## src/hdl/oor_pkg.sv

```systemverilog
// Package for the orbit offset rotator: payload types, pipeline sizes,
// register codes, the arctangent table and the per-stage division helpers.
// No dependencies.
`default_nettype none
package oor_pkg;

    localparam int TICK_BITS     = 48;
    localparam int CORDIC_STAGES = 16;
    localparam int PER_W         = 16;
    localparam int CRD_W         = 34;
    localparam int MOD_STG       = (TICK_BITS + 3) / 4;
    localparam int MOD_PAD       = MOD_STG * 4;
    localparam int DIV_STG       = 8;
    localparam logic signed [CRD_W-1:0] CORDIC_GAIN = CRD_W'(652032874);

    localparam logic [1:0] REG_OFFSET_X = 2'd0;
    localparam logic [1:0] REG_OFFSET_Y = 2'd1;
    localparam logic [1:0] REG_PERIOD   = 2'd2;
    localparam logic [1:0] REG_SUSPEND  = 2'd3;

    typedef struct packed {
        logic               sprite_present;
        logic [47:0]        reference_tick;
        logic [47:0]        actual_tick;
        logic [47:0]        extra_tick;
        logic signed [31:0] v0_x;
        logic signed [31:0] v0_y;
        logic signed [31:0] v1_x;
        logic signed [31:0] v1_y;
        logic signed [31:0] v2_x;
        logic signed [31:0] v2_y;
        logic signed [31:0] v3_x;
        logic signed [31:0] v3_y;
    } t_in_item;

    typedef struct packed {
        logic               applied_ok;
        logic signed [31:0] out0_x;
        logic signed [31:0] out0_y;
        logic signed [31:0] out1_x;
        logic signed [31:0] out1_y;
        logic signed [31:0] out2_x;
        logic signed [31:0] out2_y;
        logic signed [31:0] out3_x;
        logic signed [31:0] out3_y;
    } t_out_item;

    typedef struct packed {
        logic             sprite;
        logic [7:0][31:0] v;
    } t_carry;

    typedef struct packed {
        logic [3:0]       q;
        logic [PER_W-1:0] rem;
    } t_divstep;

    // arctangent of 2^-i in units of 2^-32 turn
    function automatic logic signed [CRD_W-1:0] atan_turns(input int i);
        case (i)
            0:       return CRD_W'(536870912);
            1:       return CRD_W'(316933406);
            2:       return CRD_W'(167458907);
            3:       return CRD_W'(85004756);
            4:       return CRD_W'(42667331);
            5:       return CRD_W'(21354465);
            6:       return CRD_W'(10679838);
            7:       return CRD_W'(5340245);
            8:       return CRD_W'(2670163);
            9:       return CRD_W'(1335087);
            10:      return CRD_W'(667544);
            11:      return CRD_W'(333772);
            12:      return CRD_W'(166886);
            13:      return CRD_W'(83443);
            14:      return CRD_W'(41722);
            15:      return CRD_W'(20861);
            16:      return CRD_W'(10430);
            17:      return CRD_W'(5215);
            18:      return CRD_W'(2608);
            19:      return CRD_W'(1304);
            20:      return CRD_W'(652);
            21:      return CRD_W'(326);
            22:      return CRD_W'(163);
            23:      return CRD_W'(81);
            default: return '0;
        endcase
    endfunction

    // four restoring steps of a remainder, one dividend bit each
    function automatic logic [PER_W-1:0] mod_step4(input logic [PER_W-1:0] rem,
                                                   input logic [3:0] bits,
                                                   input logic [PER_W-1:0] p);
        logic [PER_W:0]   t;
        logic [PER_W-1:0] r;
        r = rem;
        for (int k = 0; k < 4; k++) begin
            t = {r, bits[3-k]};
            if (t >= {1'b0, p}) begin
                t = t - {1'b0, p};
            end
            r = t[PER_W-1:0];
        end
        return r;
    endfunction

    // four quotient bits of rem * 2^k / p
    function automatic t_divstep div_step4(input logic [PER_W-1:0] rem,
                                           input logic [PER_W-1:0] p);
        logic [PER_W:0] t;
        t_divstep       res;
        res.rem = rem;
        res.q   = '0;
        for (int k = 0; k < 4; k++) begin
            t = {res.rem, 1'b0};
            if (t >= {1'b0, p}) begin
                t = t - {1'b0, p};
                res.q[3-k] = 1'b1;
            end
            res.rem = t[PER_W-1:0];
        end
        return res;
    endfunction

endpackage
`default_nettype wire

```

## src/hdl/oor_modpipe.sv

```systemverilog
// Pipelined remainder of one tick count by the period, four bits a stage.
// Depends on oor_pkg.
`default_nettype none
module oor_modpipe
    import oor_pkg::*;
(
    input  wire logic             i_clk,
    input  wire logic [47:0]      i_tick,
    input  wire logic [PER_W-1:0] i_period,
    output logic      [PER_W-1:0] o_rem
);

    logic [MOD_PAD-1:0] w_dvd;
    logic [PER_W-1:0]   r_rem [0:MOD_STG-1];
    logic [MOD_PAD-1:0] r_dvd [0:MOD_STG-1];

    assign w_dvd = MOD_PAD'(i_tick[TICK_BITS-1:0]);

    always_ff @(posedge i_clk) begin
        r_rem[0] <= mod_step4('0, w_dvd[MOD_PAD-1 -: 4], i_period);
        r_dvd[0] <= w_dvd;
    end

    for (genvar s = 1; s < MOD_STG; s++) begin : g_stage
        always_ff @(posedge i_clk) begin
            r_rem[s] <= mod_step4(r_rem[s-1], r_dvd[s-1][MOD_PAD-1-4*s -: 4], i_period);
            r_dvd[s] <= r_dvd[s-1];
        end
    end

    assign o_rem = r_rem[MOD_STG-1];

endmodule
`default_nettype wire

```

## config.mk

```make
export PLATFORM = sky130hd
export DESIGN_NAME = oor_modpipe
export DESIGN_NICKNAME = d
export VERILOG_FILES = /design/src/hdl/oor_pkg.sv /design/src/hdl/oor_modpipe.sv
export SDC_FILE = /design/constraint.sdc
export NUM_CORES = 2
export LEC_CHECK = 0
export ABC_AREA = 1
export BUFFER_PORTS_ARGS = -buffer_cell sky130_fd_sc_hd__buf_2
export CORE_UTILIZATION = 40
export DETAILED_ROUTE_END_ITERATION = 16
export PLACE_DENSITY = 0.6
export SETUP_SLACK_MARGIN = 0.1
export SYNTH_ARGS = -nofsm -noshare
export SYNTH_HDL_FRONTEND = slang
export SYNTH_SLANG_ARGS = --single-unit
```

## constraint.sdc

```tcl
create_clock -name i_clk -period 9.8 [get_ports i_clk]
set_input_delay 0.49 -clock i_clk [delete_from_list [all_inputs] [get_ports i_clk]]
set_output_delay 0.49 -clock i_clk [all_outputs]
set_load 0.02 [all_outputs]
```

======== After elaboration in Yosys (flattened, before gate mapping) ========
Memory sizes are Yosys's and may differ from the RTL's.
Cells that the tools add are included.
word-level totals
  register bits ........................... 0
  bits in writable memories ............... 768
  bits of input ports ..................... 65
  memories ................................ 2
memories
  name   depth  width  rd ports  clocked after memory_dff  write ports  line               text
  r_dvd  12     48     11        0                         12           oor_modpipe.sv:15  logic [MOD_PAD-1:0] r_dvd [0:MOD_STG-1];
  r_rem  12     16     12        0                         12           oor_modpipe.sv:14  logic [PER_W-1:0] r_rem [0:MOD_STG-1];
operators by class
  add/sub/neg operators ................... 48
  order comparisons ....................... 48
  muxes and demuxes ....................... 48
operator list
  cell            count
  $ge 17x16->1    47
  $mux 16         48
  $sub 16x16->16  47
  $ge 1x16->1     1
  $sub 1x16->16   1

======== Depth between registers and ports, before layout ========
  depth in word-level cells ............... 8
  gate-level depth with buffers ........... 59
  depth with buffers taken out ............ 55

======== Worst setup path before layout ========
Ideal clock, no wire load.
  path kind ............................... input-to-reg
  start ................................... in i_period[1]
  end ..................................... mem r_rem[4][7], in the netlist r_rem[1][7]
  data arrival time ....................... 9.225 ns
  required time ........................... 9.688 ns
  path slack .............................. 0.463 ns
  stages .................................. 55
  cell sequence ........................... inv_1 ha_1 nand3_1 nand2_1 nand2_1 nand3_2 nand2_1 nand2_1 nand2_1 nand2_1 buf_4 inv_2 buf_4 buf_6 nand2_1 nand2_1 ha_1 a21oi_1 (+19 left out) nand2_1 a21oi_1 nand2_4 buf_2 nand2_1 o21ai_0 ha_1 nand2_1 nand2_1 a31oi_1 o211ai_1 nand3_1 nand2_1 a211oi_1 nand3_2 buf_2 nand2_1 nand2_1
RTL lines
  item                line               text
  start: declaration  oor_modpipe.sv:9   input wire logic [PER_W-1:0] i_period,
  end: declaration    oor_modpipe.sv:14

==> results.md <==
- Layout Nets: roughly 9500
- Final min period: approximately 8.7 ns
- Synthesized cell area: about 0.054 sq mm
- Data arrival, critical path: 9.35 ns
- Overall Global Routing Usage: about 25%
- CTS clock-pin slew for the worst setup and hold paths: 0.06 ns
- Maxcap violations: 0
- ANT nets after route: 0
- Hpwl dp: 138000 um
- Share of the yosys chip area belonging to registers: 16.8%
- Critical Path End Type: flip-flop
- Initial Util: around two fifths
- Distinct cells, synth: 64
- Residual DRC: 0
- Drt via density: roughly 5.3
- Fmax: ~110 MHz
- FP Rows: 134
- TritonCTS clock tree: yes
- Post-CTS setup repair buffer count: 0
- Final Hold Violating Endpoints: 0
- Post-layout instance count excluding filler cells: 10400
- Final Skew: between 0.03 and 0.04 ns
- Die area: 0.137 sq mm
- Top_reg_cell synth: dfxtp_1
- Die Span Y: about 370 um
- EDFF count, synth: 0
- RSZ-0062 raised after global routing: false
- Final instance area: around 0.060 sq mm
- CTS max path bufs: 3
- Worst hold path type: in2reg
- Vias in the first global route: 51200
- I/O Buffers: 80
- DR WL/cell: around 17 um
- First-pass GRT wire length: about 280000 um
- Status: completed
- Commonest non-fill, non-tap cell in the layout: nand2_1
- Worst rel slew slack: around 56%
- Most frequent cells in the layout: 2706 x nand2_1, 846 x inv_1, 754 x ha_1, 640 x a21oi_1, 618 x nand3_1
- Die Wd: around 370 um
- CP dominant cell by count: nand2_1
- Num CTS Buffers: 59
- Layout area overhead: 10.3%
- Ports: 81
- Total Wirelength: between 150000 and 200000 um
- Skew-Pair Late Insertion Delay: around 0.70 ns
- Fraction of layout instances using a drive strength above 1: around 6.7%
- Largest net degree at the start of global routing: 40
- Final Max Tran Viols: 0
- Placer Congestion: roughly 0.96
- Initial DRC Count: ~4100
- # H-tree levels: 2
- #FFs+latches synth: 456
- Initial antenna violation count: 1
- Vias post-DR: 55000
- Ys async rst share: 0%
- Pin slew with the least headroom to its limit: 0.648 ns
- Detailed Routing Iterations Pass 1: 7
- Maximum fanout along the worst path: 22
- Crit path launch type: input port
- Placeable Area: roughly 0.13 sq mm
- CP max stage delay: 0.38 ns
- Post-route setup slack: 1.09 ns
- Ys Warns: 0
- Slowest stage cell, crit path: or2_2
- Placed Cells: just over 10000
- Count of final setup violators: 0
- Period utilisation layout: 88.9%
- Root buffer cell: clkbuf_16
- Synth Instances: roughly 8400
- Crit path required time: ~10 ns
- Pre-CTS WS: approximately 0.27 ns
- TNS Setup: 0 ns
- Post-Place Cell Area: ~0.057 sq mm
- Syn Area/Cell: 6.46 sq um
- Gr ovfl total: 0
- Filler cells: roughly 14000
- # diodes: 0
- Setup CP Type: in2reg
- Clock sink count: approximately 460
- Syn Nets: 9270
[cell usage after synthesis, types with 47 or more instances]
library cell | number | area share, %
inv_1 | 862 | 6.0
xnor2_1 | 275 | 4.4
buf_2 | 60 | 0.55
xor2_1 | 290 | 4.7
nand2_1 | 2706 | 19
nand3_1 | 618 | 5.7
a31oi_1 | 49 | 0.56
ha_1 | 754 | 17
dfxtp_1 | 456 | 17
nand4_1 | 111 | 1.3
a21oi_1 | 641 | 5.9
fa_1 | 47 | 1.7
nor3_1 | 47 | 0.43
o21ai_0 | 430 | 4.0
o21ai_1 | 82 | 0.76
nor2_1 | 372 | 2.6
nand2_2 | 48 | 0.55
[path summary, 6_finish.rpt]
kind / from / to / slack, ns / cells after the start
max: i_period[5] / r_rem[2][15]$_DFF_P_ / 1.09 / 47
max reg2reg: r_rem[1][54]$_DFF_P_ / r_rem[2][15]$_DFF_P_ / 1.12 / 44
min: i_tick[44] / r_rem[0][0]$_DFF_P_ / 0.12 / 3
min reg2reg: r_dvd[2][26]$_DFF_P_ / r_dvd[3][26]$_DFF_P_ / 0.31 / 0
[cell families after synthesis]
group	after synthesis	share of synthesized area, %
flip-flops	456	16.8
adder cells (fa/ha/maj)	801	19.1
AND/OR/NAND/NOR	4125	32.8
XOR/XNOR	565	9.11
AO/OA/AOI/OAI	1437	14.6
buffers and inverters	1020	7.62
[area by class of cell]
class / count / area, sq um / share of cell area [%]
Timing Repair Buffer: 265 / 2090 / 3.49
Clock buffer: 72 / 1570 / 2.61
Multi-Input combinational cell: 6928 / 41100 / 68.6
Inverter: 886 / 3370 / 5.62
Tap cell: 1768 / 2210 / 3.69
Sequential cell: 456 / 9130 / 15.2
Clock inverter: 37 / 455 / 0.760
[per-layer routing]
| metal | routed length [um] | share of wire, % | vias to the layer above | track usage (%) |
|---|---|---|---|---|
| met1 | 84500 | 47 | 25200 | 34.3 |
| met2 | 79200 | 44 | 1332 | 41.6 |
| met4 | 5770 | 3.2 | 0 | 8.13 |
| met3 | 8650 | 4.9 | 277 | 2.71 |
| met5 | 0 | 0 | - | 0 |
| li1 | - | - | 28300 | - |
[flip-flops by register name, summed over array words and instances, names as in the netlist]
signal,cells
r_dvd,264
r_rem,192
[worst max-delay path: cells and delay by family]
kind / cells / cell delay, ns
simple gates: 23 / 3.21
compound gates: 13 / 2.77
buf+inv: 7 / 1.66
fa+ha+maj: 4 / 1.09
[repair_timing]
action / in CTS / in global routing
hold buffers: 44 / 0
gates resized for setup: 0 / 7
setup endpoints to repair: 0 / 48
hold endpoints to repair: 44 / 0
[per-stage QoR]
| stage | hold slack (ns) | util, % |
|---|---|---|
| 2_1_floorplan | 0.310 | - |
| 3_3_place_gp | 0.310 | 42.8 |
| 3_5_place_dp | 0.312 | 42.8 |
| 4_1_cts | 0.0663 | 44.6 |
| 5_1_grt | 0.139 | 44.7 |
| 6_report | 0.119 | 44.7 |
Power is left out: the tool's default activity adds up to more than one toggle a clock period on the data nets, which glitch-free logic cannot reach.
